==> src/rtl/dqcr_pkg.sv <==
`default_nettype none

package dqcr_pkg;

   localparam int COUNT_WIDTH = 32;
   localparam int PPR_WIDTH   = 16;
   localparam int RATE_WIDTH  = 32;
   localparam int OUT_WIDTH   = 32;

   // numerator is |count delta| * 10, which needs three more bits
   localparam int NUM_WIDTH   = COUNT_WIDTH + 3;
   localparam int STEP_WIDTH  = $clog2(NUM_WIDTH);
   localparam int SAT_WIDTH   = (NUM_WIDTH > 33) ? NUM_WIDTH : 33;

   localparam logic [PPR_WIDTH-1:0] PPR_RESET = PPR_WIDTH'(1400);

   localparam logic [SAT_WIDTH-1:0] POS_LIMIT = SAT_WIDTH'(64'h7FFF_FFFF);
   localparam logic [SAT_WIDTH-1:0] NEG_LIMIT = SAT_WIDTH'(64'h8000_0000);

   localparam int CSR_ADDR_WIDTH = 3;

   typedef enum logic [1:0] {
      MODE_SAMPLE = 2'd0,
      MODE_CLEAR  = 2'd1,
      MODE_RATE   = 2'd2
   } mode_type;

   typedef enum logic {
      REG_PPR_ONE = 1'b0,
      REG_PPR_TWO = 1'b1
   } reg_index_type;

   typedef enum logic [1:0] {
      ST_IDLE    = 2'd0,
      ST_DIVIDE  = 2'd1,
      ST_PUBLISH = 2'd2
   } state_type;

   typedef struct packed {
      logic sample;
      logic clear;
      logic rate;
   } lane_cmd_type;

   typedef struct packed {
      logic                 done;
      logic [OUT_WIDTH-1:0] count;
      logic [RATE_WIDTH-1:0] speed;
   } lane_sts_type;

endpackage

`default_nettype wire

==> src/rtl/dqcr_div.sv <==
`default_nettype none

module dqcr_div
   import dqcr_pkg::*;
(
   input  wire logic                 clock,
   input  wire logic                 reset,
   input  wire logic                 start,
   input  wire logic [NUM_WIDTH-1:0] numer,
   input  wire logic [PPR_WIDTH-1:0] denom,
   output logic                      done,
   output logic [NUM_WIDTH-1:0]      quot
);

   logic                  run_ff, run_in;
   logic                  done_ff, done_in;
   logic [STEP_WIDTH-1:0] step_ff, step_in;
   logic [NUM_WIDTH-1:0]  num_ff, num_in;
   logic [PPR_WIDTH-1:0]  rem_ff, rem_in;
   logic [PPR_WIDTH-1:0]  den_ff, den_in;

   logic [PPR_WIDTH:0]    trial;
   logic [PPR_WIDTH:0]    diff;
   logic                  ge;

   // restoring division, one quotient bit per cycle shifted into the numerator
   assign trial = {rem_ff, num_ff[NUM_WIDTH-1]};
   assign ge    = trial >= {1'b0, den_ff};
   assign diff  = trial - {1'b0, den_ff};

   always_comb begin
      run_in  = run_ff;
      done_in = 1'b0;
      step_in = step_ff;
      num_in  = num_ff;
      rem_in  = rem_ff;
      den_in  = den_ff;
      if (start) begin
         run_in  = 1'b1;
         step_in = STEP_WIDTH'(NUM_WIDTH - 1);
         num_in  = numer;
         rem_in  = '0;
         den_in  = denom;
      end else if (run_ff) begin
         num_in = {num_ff[NUM_WIDTH-2:0], ge};
         rem_in = ge ? diff[PPR_WIDTH-1:0] : trial[PPR_WIDTH-1:0];
         if (step_ff == '0) begin
            run_in  = 1'b0;
            done_in = 1'b1;
         end else begin
            step_in = step_ff - 1'b1;
         end
      end
   end

   always_ff @(posedge clock) begin
      if (reset) begin
         run_ff  <= 1'b0;
         done_ff <= 1'b0;
      end else begin
         run_ff  <= run_in;
         done_ff <= done_in;
      end
      step_ff <= step_in;
      num_ff  <= num_in;
      rem_ff  <= rem_in;
      den_ff  <= den_in;
   end

   assign done = done_ff;
   assign quot = num_ff;

endmodule

`default_nettype wire

==> src/rtl/dqcr_lane.sv <==
`default_nettype none

module dqcr_lane
   import dqcr_pkg::*;
(
   input  wire logic                 clock,
   input  wire logic                 reset,
   input  wire lane_cmd_type         cmd,
   input  wire logic                 enc_a,
   input  wire logic                 enc_b,
   input  wire logic [PPR_WIDTH-1:0] ppr,
   output lane_sts_type              sts
);

   logic                    prev_a_ff, prev_a_in;
   logic [COUNT_WIDTH-1:0]  edges_ff, edges_in;
   logic [COUNT_WIDTH-1:0]  snap_ff, snap_in;
   logic [RATE_WIDTH-1:0]   speed_ff, speed_in;
   logic                    neg_ff, neg_in;

   logic [COUNT_WIDTH-1:0]  delta;
   logic [COUNT_WIDTH-1:0]  mag;
   logic [NUM_WIDTH-1:0]    numer;
   logic [PPR_WIDTH-1:0]    divisor;
   logic                    div_done;
   logic [NUM_WIDTH-1:0]    quot;
   logic [SAT_WIDTH-1:0]    quot_ext;

   assign delta   = edges_ff - snap_ff;
   assign mag     = delta[COUNT_WIDTH-1] ? (~delta + 1'b1) : delta;
   assign numer   = (NUM_WIDTH'(mag) << 3) + (NUM_WIDTH'(mag) << 1);
   assign divisor = (ppr == '0) ? PPR_WIDTH'(1) : ppr;
   assign quot_ext = SAT_WIDTH'(quot);

   dqcr_div u_div (
      .clock (clock),
      .reset (reset),
      .start (cmd.rate),
      .numer (numer),
      .denom (divisor),
      .done  (div_done),
      .quot  (quot)
   );

   always_comb begin
      prev_a_in = prev_a_ff;
      edges_in  = edges_ff;
      snap_in   = snap_ff;
      speed_in  = speed_ff;
      neg_in    = neg_ff;
      if (cmd.sample) begin
         if (enc_a != prev_a_ff) begin
            prev_a_in = enc_a;
            // x2 decode: count up when a and b agree after the edge
            edges_in  = (enc_a == enc_b) ? edges_ff + 1'b1 : edges_ff - 1'b1;
         end
      end else if (cmd.clear) begin
         edges_in = '0;
      end else if (cmd.rate) begin
         snap_in = edges_ff;
         neg_in  = delta[COUNT_WIDTH-1];
      end
      if (div_done) begin
         if (!neg_ff) begin
            speed_in = (quot_ext > POS_LIMIT) ? RATE_WIDTH'(POS_LIMIT)
                                              : quot_ext[RATE_WIDTH-1:0];
         end else if (quot_ext > NEG_LIMIT) begin
            speed_in = RATE_WIDTH'(NEG_LIMIT);
         end else begin
            speed_in = ~quot_ext[RATE_WIDTH-1:0] + 1'b1;
         end
      end
   end

   always_ff @(posedge clock) begin
      if (reset) begin
         prev_a_ff <= 1'b0;
         edges_ff  <= '0;
         snap_ff   <= '0;
         speed_ff  <= '0;
      end else begin
         prev_a_ff <= prev_a_in;
         edges_ff  <= edges_in;
         snap_ff   <= snap_in;
         speed_ff  <= speed_in;
      end
      neg_ff <= neg_in;
   end

   assign sts.done  = div_done;
   assign sts.count = OUT_WIDTH'(edges_in);
   assign sts.speed = speed_ff;

endmodule

`default_nettype wire

==> src/rtl/dual_quadrature_counter_rate.sv <==
`default_nettype none

// channel   direction  handshake            payload
// req       in         req_valid/req_stall  mode, a and b levels of both encoders
// rsp       out        rsp_valid/rsp_stall  both counts, both rates
// csr       in         apb write/read       pulses per revolution, one and two
//
// pin sample, clear and unused-mode beats are answered from idle, back to back while the output is free.
// a rate beat runs the two lane dividers, which produce one quotient bit
// a cycle over 35 bits; the lanes then store the rate, which is published once the output is free.
// reset is synchronous: counts, snapshots and rates clear, divisors go to 1400.
// a stalled result sits in the output register and holds req_stall high until taken.

module dual_quadrature_counter_rate
   import dqcr_pkg::*;
(
   input  wire logic                      clock,
   input  wire logic                      reset,

   input  wire logic                      req_valid,
   output logic                           req_stall,
   input  wire logic [1:0]                req_mode,
   input  wire logic                      req_enc_one_a,
   input  wire logic                      req_enc_one_b,
   input  wire logic                      req_enc_two_a,
   input  wire logic                      req_enc_two_b,

   output logic                           rsp_valid,
   input  wire logic                      rsp_stall,
   output logic signed [OUT_WIDTH-1:0]    rsp_count_one,
   output logic signed [OUT_WIDTH-1:0]    rsp_count_two,
   output logic signed [RATE_WIDTH-1:0]   rsp_rate_one,
   output logic signed [RATE_WIDTH-1:0]   rsp_rate_two,

   input  wire logic                      csr_psel,
   input  wire logic                      csr_penable,
   input  wire logic                      csr_pwrite,
   input  wire logic [CSR_ADDR_WIDTH-1:0] csr_paddr,
   input  wire logic [31:0]               csr_pwdata,
   output logic [31:0]                    csr_prdata,
   output logic                           csr_pready
);

   state_type              state_ff, state_in;
   logic                   rsp_valid_ff, rsp_valid_in;
   logic [OUT_WIDTH-1:0]   count_one_ff, count_two_ff;
   logic [RATE_WIDTH-1:0]  rate_one_ff, rate_two_ff;
   logic [PPR_WIDTH-1:0]   ppr_one_ff, ppr_two_ff;

   logic                   out_free;
   logic                   accept;
   logic                   load_out;
   logic                   csr_write;
   reg_index_type          csr_index;
   lane_cmd_type           cmd;
   lane_sts_type           sts_one, sts_two;

   assign out_free  = !rsp_valid_ff || !rsp_stall;
   assign req_stall = (state_ff != ST_IDLE) || !out_free;
   assign accept    = req_valid && !req_stall;

   always_comb begin
      cmd = '0;
      if (accept) begin
         case (req_mode)
            MODE_SAMPLE: cmd.sample = 1'b1;
            MODE_CLEAR:  cmd.clear  = 1'b1;
            MODE_RATE:   cmd.rate   = 1'b1;
            default:     cmd        = '0;
         endcase
      end
   end

   dqcr_lane u_lane_one (
      .clock (clock),
      .reset (reset),
      .cmd   (cmd),
      .enc_a (req_enc_one_a),
      .enc_b (req_enc_one_b),
      .ppr   (ppr_one_ff),
      .sts   (sts_one)
   );

   dqcr_lane u_lane_two (
      .clock (clock),
      .reset (reset),
      .cmd   (cmd),
      .enc_a (req_enc_two_a),
      .enc_b (req_enc_two_b),
      .ppr   (ppr_two_ff),
      .sts   (sts_two)
   );

   always_comb begin
      state_in = state_ff;
      load_out = 1'b0;
      case (state_ff)
         ST_IDLE: begin
            if (cmd.rate) begin
               state_in = ST_DIVIDE;
            end else if (accept) begin
               load_out = 1'b1;
            end
         end
         ST_DIVIDE: begin
            if (sts_one.done) begin
               state_in = ST_PUBLISH;
            end
         end
         ST_PUBLISH: begin
            if (out_free) begin
               load_out = 1'b1;
               state_in = ST_IDLE;
            end
         end
         default: state_in = ST_IDLE;
      endcase
   end

   always_comb begin
      rsp_valid_in = rsp_valid_ff;
      if (load_out) begin
         rsp_valid_in = 1'b1;
      end else if (!rsp_stall) begin
         rsp_valid_in = 1'b0;
      end
   end

   always_ff @(posedge clock) begin
      if (reset) begin
         state_ff     <= ST_IDLE;
         rsp_valid_ff <= 1'b0;
      end else begin
         state_ff     <= state_in;
         rsp_valid_ff <= rsp_valid_in;
      end
      if (load_out) begin
         count_one_ff <= sts_one.count;
         count_two_ff <= sts_two.count;
         rate_one_ff  <= sts_one.speed;
         rate_two_ff  <= sts_two.speed;
      end
   end

   assign rsp_valid     = rsp_valid_ff;
   assign rsp_count_one = count_one_ff;
   assign rsp_count_two = count_two_ff;
   assign rsp_rate_one  = rate_one_ff;
   assign rsp_rate_two  = rate_two_ff;

   // registers sit on 4-byte boundaries, low address bits ignored
   assign csr_pready = 1'b1;
   assign csr_write  = csr_psel && csr_penable && csr_pwrite && csr_pready;
   assign csr_index  = reg_index_type'(csr_paddr[2]);

   always_ff @(posedge clock) begin
      if (reset) begin
         ppr_one_ff <= PPR_RESET;
         ppr_two_ff <= PPR_RESET;
      end else if (csr_write) begin
         case (csr_index)
            REG_PPR_ONE: ppr_one_ff <= csr_pwdata[PPR_WIDTH-1:0];
            REG_PPR_TWO: ppr_two_ff <= csr_pwdata[PPR_WIDTH-1:0];
            default:     ppr_one_ff <= ppr_one_ff;
         endcase
      end
   end

   always_comb begin
      case (csr_index)
         REG_PPR_ONE: csr_prdata = 32'(ppr_one_ff);
         REG_PPR_TWO: csr_prdata = 32'(ppr_two_ff);
         default:     csr_prdata = '0;
      endcase
   end

   a_rate_starts_divide: assert property (@(posedge clock) disable iff (reset)
      cmd.rate |=> (state_ff == ST_DIVIDE))
      else $error("rate beat did not start the dividers");

   a_lanes_in_step: assert property (@(posedge clock) disable iff (reset)
      sts_one.done == sts_two.done)
      else $error("lane dividers finished in different cycles");

   a_counts_hold_in_divide: assert property (@(posedge clock) disable iff (reset)
      (state_ff == ST_DIVIDE) |=> ($stable(sts_one.count) && $stable(sts_two.count)))
      else $error("count moved while a rate was being worked out");

   a_publish_only_after_divide: assert property (@(posedge clock) disable iff (reset)
      (state_ff == ST_PUBLISH) |-> ($past(state_ff) == ST_DIVIDE
                                    || $past(state_ff) == ST_PUBLISH))
      else $error("publish reached without a divide");

endmodule

`default_nettype wire
==> config.mk <==
export PLATFORM = sky130hd
export DESIGN_NAME = dual_quadrature_counter_rate
export DESIGN_NICKNAME = d
export VERILOG_FILES = /design/src/rtl/dqcr_pkg.sv /design/src/rtl/dqcr_div.sv /design/src/rtl/dqcr_lane.sv /design/src/rtl/dual_quadrature_counter_rate.sv
export SDC_FILE = /design/constraint.sdc
export NUM_CORES = 1
export LEC_CHECK = 0
export BUFFER_PORTS_ARGS = -buffer_cell sky130_fd_sc_hd__buf_2
export CAP_MARGIN = 5
export CORE_ASPECT_RATIO = 1.25
export CORE_MARGIN = 8
export CORE_UTILIZATION = 43
export DETAILED_ROUTE_END_ITERATION = 16
export MAX_ROUTING_LAYER = met4
export PLACE_DENSITY = 0.65
export SETUP_SLACK_MARGIN = 0.1
export SLEW_MARGIN = 20
export SYNTH_ARGS = -nofsm -noshare
export SYNTH_HDL_FRONTEND = slang
export SYNTH_HIERARCHICAL = 1
export SYNTH_SLANG_ARGS = --single-unit
==> constraint.sdc <==
create_clock -name clock -period 8.8 [get_ports clock]
set_input_delay 0.44 -clock clock [delete_from_list [all_inputs] [get_ports clock]]
set_output_delay 0.44 -clock clock [all_outputs]
set_load 0.05 [all_outputs]
==> summary.md, run 1 <==
| Metric | Value |
|---|---|
| Run status | `finished, final reports clean` |
| Via count | `27471` |
| Setup-failing EPs final | `0` |
| RePlAce Congestion | `0.877` |
| Vias per cell | `5.57` |
| Largest net degree at the start of global routing | `88` |
| Gr ovfl total | `0` |
| Clock latency on the worst-skew pair | `0.63 ns` |
| Leading cell type in the layout, fill and taps excluded | `nand2_1` |
| Hold_ws | `0.0678 ns` |
| Reg2Reg Launch Point | `u_lane_one/edges_ff[9]` |
| Tot GR Track Use | `18.5%` |
| DRC Markers | `0` |
| Worst hold path type | `primary input to flip-flop` |
| Clock root cell | `clkbuf_16` |
| Share of cells above drive strength 1 | `11.5%` |
| CTS tree | `yes` |
| Reg-to-reg endpoint | `u_lane_one/u_div/quot[34]` |
| Avg WL per Cell | `16.4 µm` |
| Clock sinks | `509` |
| Worst setup path startpoint | `u_lane_one/edges_ff[9]` |
| Post-route insts no fill | `4929` |
| Synthesis-to-finish area growth | `10.2%` |
| Mapped Cells | `3826` |
| Post-CTS Setup Inserts | `0` |
| Antenna Violating Nets Remaining | `0` |
| Element type at the critical path start | `flip-flop` |
| Iteration-0 DRC Markers | `1448` |
| Core footprint | `77000 µm²` |
| Overall power | `9.77 mW` |
| WP data required | `9.16 ns` |
| DP Area | `34900 µm²` |
| Final Cell Area | `36800 µm²` |
| Upper clock frequency limit | `0.131 GHz` |
| Die height | `327 µm` |
| Max Clock Skew | `0.0351 ns` |
| Crit. End Element | `flip-flop` |
| Die area | `86800 µm²` |
| Setup crit end | `u_lane_one/u_div/quot[34]` |
| H-Tree Depth | `2` |
| Max Cap Viol | `0` |
| Vias in the first global route | `26419` |
| Width of the chip | `265 µm` |
| Fill cells | `7461` |
| Slew @ Worst Pin | `1.03 ns` |
| Static leakage | `14.8 nW` |
| Final Hold Vio Count | `0` |
| Synth Cell Area | `33400 µm²` |
| Most frequent cells in the layout | `nand2_1, a21oi_1, dfxtp_1` |
| R2r worst-path depth | `25` |
| Slew Limit Fails | `0` |
| Syn avg cell area | `8.72 µm²` |
| Crit Path Class | `flip-flop to flip-flop` |
| Std-Cell Rows | `114` |
| First-pass GRT wire length | `132 mm` |
| R2R Setup Slk | `1.16 ns` |
| Slew headroom | `31.1%` |
| Final WS setup | `1.16 ns` |
| Placed insts | `4824` |
| Hold Buf Count CTS | `0` |
| Ports | `211` |
| Initial antenna violation count | `4` |
| PwrDens | `266 nW/µm²` |
| HPWL after DPL | `59.5 mm` |
| RSZ-0062 raised after global routing | `no` |
| Crit path arrival time | `8.00 ns` |
| CP max FO | `23` |
| Util after Layout | `47.7%` |
| Min Tclk post-route | `7.64 ns` |
| Post-cts resize count | `0` |
| Routed Wire Length | `80.7 mm` |
| Nets | `4175` |
| Clk buf depth | `3` |
| Setup TNS | `0 ns` |
| Post-route clock period utilization | `86.8%` |
| Starting Density | `43.3%` |
| I/O Buffers | `175` |
| Max VDD drop | `202 µV` |
| Pre-CTS WS | `1.29 ns` |
| Drt pass-1 iters | `5` |
| Clk slew on worst S/H paths | `0.07 ns` |
| Cts bufs inserted | `55` |
| Synth warn | `6` |
[per-layer routing]
metal,global-route usage [%],up-vias,routed length (µm)
met5,-,-,0
met4,5.04,0,1950
met3,2.26,132,2430
met2,34.3,414,42000
met1,20.9,12917,34300
li1,-,14008,-
[worst max-delay path, stage by stage, from the launching register on]
cell and delay (ns):
dfxtp_1 0.36, ha_1 0.47, nand4_1 0.22, a2111oi_0 0.38, o21ai_1 0.20, a211oi_1 0.43, o2111a_1 0.28, o41a_1 0.19
mux2i_1 0.18, and2_1 0.46, inv_1 0.43, o21ai_0 0.22, xnor2_1 0.12, ha_1 0.38, o211ai_1 0.13, a21boi_0 0.17
a21boi_0 0.37, a31oi_1 0.17, o311ai_0 0.74, nand4_1 0.20, a31oi_1 0.27, o31ai_1 0.15, a211oi_1 0.30, nand2_1 0.09
a22o_1 0.19, mux2_2 0.26
[how the worst min path moves through the flow]
stage | from | to | slack, ns | cells after the start
after floorplan | u_lane_one/speed_ff[0] | rsp_rate_one[0] | 0.41 | 0
after global placement | u_lane_one/speed_ff[0] | rsp_rate_one[0] | 0.41 | 0
after detailed placement | u_lane_one/speed_ff[0] | rsp_rate_one[0] | 0.41 | 0
after CTS | csr_pwdata[4] | ppr_two_ff[4] | 0.03 | 3
after global routing | csr_pwdata[2] | ppr_two_ff[2] | 0.06 | 3
final | csr_pwdata[4] | ppr_two_ff[4] | 0.07 | 3
[area by class of cell]
type                    count  area (µm²)  share of cell area (%)
clock buffers              72        1550                    4.23
diodes                      2        5.00                  0.0136
repair buffers            202        1090                    2.96
inverters                 183         692                    1.88
flip-flops and latches    509       12500                    34.0
multi-input cells        2944       19300                    52.6
clock inverters            31         328                   0.892
well taps                 986        1230                    3.36
[power by group]
group / switching (mW) / total [mW] / internal, mW
registers: 0.172 / 2.87 / 2.70
clock network: 0.997 / 2.40 / 1.40
logic: 2.59 / 4.50 / 1.91
Power figures use the tool's default switching activity.
==> run 2: changes to the inputs <==
--- a/config.mk
+++ b/config.mk
@@ -9,10 +9,10 @@
 export CAP_MARGIN = 5
 export CORE_ASPECT_RATIO = 1.25
 export CORE_MARGIN = 8
-export CORE_UTILIZATION = 43
+export CORE_UTILIZATION = 38
 export DETAILED_ROUTE_END_ITERATION = 16
 export MAX_ROUTING_LAYER = met4
-export PLACE_DENSITY = 0.65
+export PLACE_DENSITY = 0.59
 export SETUP_SLACK_MARGIN = 0.1
 export SLEW_MARGIN = 20
 export SYNTH_ARGS = -nofsm -noshare
==> summary.md, run 2 (synthesis results as in run 1) <==
| Metric | Value |
|---|---|
| Upper clock frequency limit | `0.131 GHz (about the same)` |
| Static leakage | `14.9 nW (was 14.8 nW)` |
| CP bufs+invs | `2 (was 1)` |
| Std-Cell Rows | `121 (was 114)` |
| Drt pass-1 iters | `7 (was 5)` |
| Synthesis-to-finish area growth | `11.4% (was 10.2%)` |
| Worst setup path startpoint | `u_lane_one/edges_ff[9] (unchanged)` |
| Min Tclk post-route | `7.66 ns (was 7.64 ns)` |
| Post-route clock period utilization | `87.0% (was 86.8%)` |
| Met2 Wirelength | `43.0 mm (was 42.0 mm)` |
| WP data required | `9.16 ns (about the same)` |
| Clk slew on worst S/H paths | `0.06 ns (was 0.07 ns)` |
| Clk buf depth | `3 (unchanged)` |
| Cts bufs inserted | `58 (was 55)` |
| Avg WL per Cell | `16.2 µm (was 16.4 µm)` |
| Share of cells above drive strength 1 | `11.8% (was 11.5%)` |
| Tot GR Track Use | `16.9% (was 18.5%)` |
| Starting Density | `38.3% (was 43.3%)` |
| H-Tree Depth | `2 (unchanged)` |
| CP max FO | `23 (unchanged)` |
| Reg-to-reg endpoint | `u_lane_one/u_div/quot[34] (unchanged)` |
| Crit Path Class | `flip-flop to flip-flop (unchanged)` |
| Initial antenna violation count | `6 (was 4)` |
| Vias per cell | `5.34 (was 5.57)` |
| Placed insts | `5004 (was 4824)` |
| R2r worst-path depth | `26 (was 25)` |
| Pre-CTS WS | `1.26 ns (was 1.29 ns)` |
| First-pass GRT wire length | `136 mm (was 132 mm)` |
| Max VDD drop | `158 µV (was 202 µV)` |
| Setup crit end | `u_lane_one/u_div/quot[34] (unchanged)` |
| Routed Wire Length | `82.7 mm (was 80.7 mm)` |
| Post-CTS Setup Inserts | `0 (unchanged)` |
| CP delay by family, top | `compound AO/OA/AOI/OAI gates (unchanged)` |
| RePlAce Congestion | `0.860 (was 0.877)` |
| Reg2Reg Launch Point | `u_lane_one/edges_ff[9] (unchanged)` |
| Slew Limit Fails | `0 (unchanged)` |
| Most frequent cells in the layout | `nand2_1, a21oi_1, dfxtp_1 (unchanged)` |
| Slew @ Worst Pin | `1.08 ns (was 1.03 ns)` |
| Util after Layout | `42.7% (was 47.7%)` |
| Clock latency on the worst-skew pair | `0.64 ns (was 0.63 ns)` |
| Setup-failing EPs final | `0 (unchanged)` |
| Slowest CP cell | `o311ai_0 (unchanged)` |
| Worst path depth | `26 (was 25)` |
| Antenna Violating Nets Remaining | `0 (unchanged)` |
| Via count | `27318 (was 27471)` |
| Top routing layer used | `met4 (unchanged)` |
| Ports | `211 (unchanged)` |
| I/O Buffers | `175 (unchanged)` |
| Core footprint | `87100 µm² (was 77000 µm²)` |
| Largest net degree at the start of global routing | `97 (was 88)` |
| Crit. End Element | `flip-flop (unchanged)` |
| Max Cap Viol | `0 (unchanged)` |
| CTS tree | `yes (unchanged)` |
| Element type at the critical path start | `flip-flop (unchanged)` |
| Hold wc startpoint | `csr_pwdata[3] (was csr_pwdata[4])` |
| Met3 WL | `2.55 mm (was 2.43 mm)` |
| Overall power | `9.94 mW (was 9.77 mW)` |
| Worst hold path type | `primary input to flip-flop (unchanged)` |
| Gr ovfl total | `0 (unchanged)` |
| Nets | `4176 (was 4175)` |
| WL met1 | `35.4 mm (was 34.3 mm)` |
| Fill cells | `8669 (was 7461)` |
| Crit path arrival time | `8.02 ns (was 8.00 ns)` |
| Slew headroom | `27.8% (was 31.1%)` |
| RSZ-0062 raised after global routing | `no (unchanged)` |
| Leading cell type in the layout, fill and taps excluded | `nand2_1 (unchanged)` |
| Max incr delay on CP | `0.72 ns (was 0.74 ns)` |
| Die area | `97600 µm² (was 86800 µm²)` |
| Run status | `finished, final reports clean (unchanged)` |
| PwrDens | `267 nW/µm² (was 266 nW/µm²)` |
| Post-cts resize count | `0 (unchanged)` |
| Final WS setup | `1.14 ns (was 1.16 ns)` |
| Iteration-0 DRC Markers | `1464 (was 1448)` |
| Final Hold Vio Count | `0 (unchanged)` |
| Clock root cell | `clkbuf_16 (unchanged)` |
| Max Clock Skew | `0.0247 ns (was 0.0351 ns)` |
| Width of the chip | `281 µm (was 265 µm)` |
| Clock sinks | `509 (unchanged)` |
| Vias in the first global route | `26502 (was 26419)` |
| Die height | `347 µm (was 327 µm)` |
| DRC Markers | `0 (unchanged)` |
| Post-route insts no fill | `5115 (was 4929)` |
| Setup TNS | `0 ns (unchanged)` |
| R2R Setup Slk | `1.14 ns (was 1.16 ns)` |
| Hold Buf Count CTS | `0 (unchanged)` |
| Worst hold path cell count | `3 (unchanged)` |
| HPWL after DPL | `60.8 mm (was 59.5 mm)` |
-- run 2: cell count changes in the layout (fill, tap and decap cells not counted), moves of 2 or more --
| cell | previous run | this run |
|---|---|---|
| buf_4 | 27 | 25 |
| clkbuf_1 | 8 | 1 |
| clkbuf_16 | 57 | 65 |
| clkinvlp_4 | 2 | 9 |
| inv_1 | 179 | 177 |
-- run 2: worst reg2reg max path, stage by stage, from the launching register on --
cell and delay (ns):
dfxtp_1 0.35, ha_1 0.48, nand4_1 0.22, a2111oi_0 0.38, o21ai_1 0.20, a211oi_1 0.47
o2111a_1 0.28, o41a_1 0.20, mux2i_1 0.08, and2_1 0.15, buf_4 0.18, inv_1 0.46
o21ai_0 0.24, xnor2_1 0.21, ha_1 0.38, o211ai_1 0.12, a21boi_0 0.18, a21boi_0 0.45
a31oi_1 0.19, o311ai_0 0.72, nand4_1 0.20, a31oi_1 0.26, o31ai_1 0.15, a211oi_1 0.30
nand2_1 0.09, a22o_1 0.21, mux2_2 0.26
-- run 2: power by group --
part	leakage, nW	switching (mW)	internal, mW
Combinational	9.44	2.60	1.91
Sequential	4.44	0.169	2.70
Clock	1.00	1.05	1.51
Total	14.9	3.82	6.12
-- run 2: per-stage QoR --
step                      area (µm²)  hold WS (ns)
after floorplan                33400         0.408
after global placement         35100         0.415
after detailed placement       35100         0.416
after CTS                      37100       0.00960
after global routing           37100        0.0362
final                          37100        0.0653
-- run 2: worst min-delay path by stage --
stage	slack, ns	to
6_report	0.07	ppr_two_ff[3]
5_1_grt	0.04	ppr_one_ff[6]
4_1_cts	0.01	ppr_two_ff[3]
3_5_place_dp	0.42	rsp_rate_two[29]
3_3_place_gp	0.42	rsp_rate_one[22]
2_1_floorplan	0.41	rsp_rate_one[0]
-- run 2: area by class of cell --
class                      count  area (µm²)  share of cell area [%]
timing repair buffer         200        1070                    2.89
sequential                   509       12500                    33.7
multi-input combinational   2944       19300                    52.1
clock buffer                  72        1710                    4.61
inverter                     183         692                    1.86
antenna                        1        2.50                 0.00674
tap                         1168        1460                    3.93
clock inverter                38         353                   0.950
-- run 2: metal layers --
layer  GRT usage (%)  vias up
met5               -        -
met4            4.33        0
met3            1.91      112
met2            30.9      376
met1            19.5    12841
li1                -    13989
==> run 3: changes to the inputs <==
--- a/config.mk
+++ b/config.mk
@@ -10,6 +10,7 @@
 export CORE_ASPECT_RATIO = 1.25
 export CORE_MARGIN = 8
 export CORE_UTILIZATION = 38
+export CTS_BUF_LIST = sky130_fd_sc_hd__clkbuf_4 sky130_fd_sc_hd__clkbuf_8
 export DETAILED_ROUTE_END_ITERATION = 16
 export MAX_ROUTING_LAYER = met4
 export PLACE_DENSITY = 0.59
==> summary.md, run 3 (synthesis results as in run 1) <==
| Metric | Value |
|---|---|
| Run status | `finished, final reports clean (unchanged)` |
| Fill cells | `8724 (was 8669)` |
| Clock latency on the worst-skew pair | `0.69 ns (was 0.64 ns)` |
| Slew @ Worst Pin | `1.08 ns (about the same)` |
| Leading cell type in the layout, fill and taps excluded | `nand2_1 (unchanged)` |
| Placed insts | `5004 (unchanged)` |
| Slew Limit Fails | `0 (unchanged)` |
| Max incr delay on CP | `0.71 ns (was 0.72 ns)` |
| H-Tree Depth | `3 (was 2)` |
| Min Tclk post-route | `7.67 ns (was 7.66 ns)` |
| Clk buf depth | `3 (unchanged)` |
| Hold wc startpoint | `req_enc_one_a (was csr_pwdata[3])` |
| First-pass GRT wire length | `137 mm (was 136 mm)` |
| Gr ovfl total | `0 (unchanged)` |
| Vias in the first global route | `26948 (was 26502)` |
| Cts bufs inserted | `88 (was 58)` |
| Routed Wire Length | `83.4 mm (was 82.7 mm)` |
| Vias per cell | `5.31 (was 5.34)` |
| Largest net degree at the start of global routing | `97 (unchanged)` |
| Die area | `97600 µm² (unchanged)` |
| Reg2Reg Launch Point | `u_lane_one/snap_ff[9] (was u_lane_one/edges_ff[9])` |
| PwrDens | `262 nW/µm² (was 267 nW/µm²)` |
| HPWL after DPL | `60.8 mm (unchanged)` |
| Tot GR Track Use | `17.2% (was 16.9%)` |
| Worst hold endpoint | `u_lane_one/prev_a_ff (was ppr_two_ff[3])` |
| Width of the chip | `281 µm (unchanged)` |
| RePlAce Congestion | `0.860 (unchanged)` |
| Post-cts resize count | `0 (unchanged)` |
| Avg WL per Cell | `16.1 µm (was 16.2 µm)` |
| Reg-to-reg endpoint | `u_lane_one/u_div/quot[34] (unchanged)` |
| Post-route insts no fill | `5186 (was 5115)` |
| Starting Density | `38.3% (unchanged)` |
| Via count | `27561 (was 27318)` |
| I/O Buffers | `175 (unchanged)` |
| Element type at the critical path start | `flip-flop (unchanged)` |
| Initial antenna violation count | `6 (unchanged)` |
| Final Hold Vio Count | `0 (unchanged)` |
| Post-route clock period utilization | `87.2% (was 87.0%)` |
| Hold Buf Count CTS | `17 (was 0)` |
| Top routing layer used | `met4 (unchanged)` |
| Worst hold path type | `primary input to flip-flop (unchanged)` |
| Clock root cell | `clkbuf_8 (was clkbuf_16)` |
| Met3 WL | `2.83 mm (was 2.55 mm)` |
| Nets | `4223 (was 4176)` |
| Worst setup path startpoint | `u_lane_one/snap_ff[9] (was u_lane_one/edges_ff[9])` |
| Worst hold path cell count | `3 (unchanged)` |
| RSZ-0062 raised after global routing | `no (unchanged)` |
| Post-CTS Setup Inserts | `0 (unchanged)` |
| Multi-input gate area | `19300 µm² (unchanged)` |
| Seq. cell area | `12500 µm² (unchanged)` |
| Clock sinks | `509 (unchanged)` |
| Crit path arrival time | `8.09 ns (was 8.02 ns)` |
| Static leakage | `15.0 nW (was 14.9 nW)` |
| Max Clock Skew | `0.0411 ns (was 0.0247 ns)` |
| Share of cells above drive strength 1 | `12.6% (was 11.8%)` |
| Slew headroom | `27.8% (about the same)` |
| DRC Markers | `0 (unchanged)` |
| Met2 Wirelength | `43.0 mm (about the same)` |
| CP delay by family, top | `compound AO/OA/AOI/OAI gates (unchanged)` |
| Std-Cell Rows | `121 (unchanged)` |
| Antenna Violating Nets Remaining | `0 (unchanged)` |
| WL met1 | `35.5 mm (was 35.4 mm)` |
| Setup TNS | `0 ns (unchanged)` |
| Crit. End Element | `flip-flop (unchanged)` |
| Setup-failing EPs final | `0 (unchanged)` |
| Slowest CP cell | `o311ai_0 (unchanged)` |
| Drt pass-1 iters | `5 (was 7)` |
| R2r worst-path depth | `27 (was 26)` |
| Synthesis-to-finish area growth | `11.4% (about the same)` |
| CP bufs+invs | `3 (was 2)` |
| Core footprint | `87100 µm² (unchanged)` |
| CP max FO | `23 (unchanged)` |
| R2R Setup Slk | `1.13 ns (was 1.14 ns)` |
| Max VDD drop | `159 µV (was 158 µV)` |
| Die height | `347 µm (unchanged)` |
| Crit Path Class | `flip-flop to flip-flop (unchanged)` |
| Clk slew on worst S/H paths | `0.06 ns (about the same)` |
| CTS tree | `yes (unchanged)` |
| Iteration-0 DRC Markers | `1505 (was 1464)` |
| Ports | `211 (unchanged)` |
| Most frequent cells in the layout | `nand2_1, a21oi_1, dfxtp_1 (unchanged)` |
| WP data required | `9.22 ns (was 9.16 ns)` |
| Upper clock frequency limit | `0.130 GHz (was 0.131 GHz)` |
| Max Cap Viol | `0 (unchanged)` |
==> run 3: cell types whose count changed in the layout (fill, tap and decap cells not counted), sizes merged <==
cell / delta
bufinv: +3
clkbuf: +46
clkinv: +18
clkinvlp: -6
dlygate4sd3: +17
inv: -7
==> run 3: worst max path at each step <==
stage / end / slack [ns] / cells past startpoint
after CTS: u_lane_one/u_div/quot[34] / 1.22 / 26
final: u_lane_one/u_div/quot[34] / 1.13 / 27
after global routing: u_lane_one/u_div/quot[34] / 0.20 / 27
after detailed placement: u_lane_one/u_div/quot[34] / 1.26 / 26
after global placement: u_lane_one/u_div/quot[34] / 1.38 / 26
after floorplan: rsp_count_one[0] / 1.33 / 3
==> run 3: final cells by class <==
type | instances | share of cell area, %
clock inverters | 46 | 1.07
well taps | 1168 | 3.93
diodes | 1 | 0.00674
multi-input cells | 2944 | 52.1
flip-flops and latches | 509 | 33.7
inverters | 183 | 1.86
repair buffers | 217 | 3.34
clock buffers | 118 | 4.05
==> run 3: worst min-delay path, cell delays in order <==
cell	delay, ns
buf_2	0.16
mux2i_1	0.09
nor2_1	0.08
==> run 3: metal layers <==
metal | vias up | global-route usage, %
met5 | - | -
met3 | 148 | 2.35
met2 | 416 | 31.0
met4 | 0 | 5.11
li1 | 14103 | -
met1 | 12894 | 19.5
==> run 3: per-stage QoR <==
step / worst slack (ns) / cell area, µm² / hold slack [ns] / util (%) / power [mW]
6_report: 1.13 / 37200 / 0.132 / 42.7 / 9.72
5_1_grt: 0.203 / 37200 / 0.110 / 42.7 / 10.5
4_1_cts: 1.22 / 37200 / 0.0758 / 42.7 / 9.86
3_5_place_dp: 1.26 / 35100 / 0.416 / 40.3 / 7.44
3_3_place_gp: 1.38 / 35100 / 0.415 / 40.3 / 7.39
2_1_floorplan: 1.33 / 33400 / 0.408 / - / 6.56
==> run 3: where the power goes <==
group,switching (mW),total (mW),internal (mW)
Combinational,2.61,4.52,1.92
Sequential,0.168,2.87,2.70
Clock,1.01,2.33,1.32
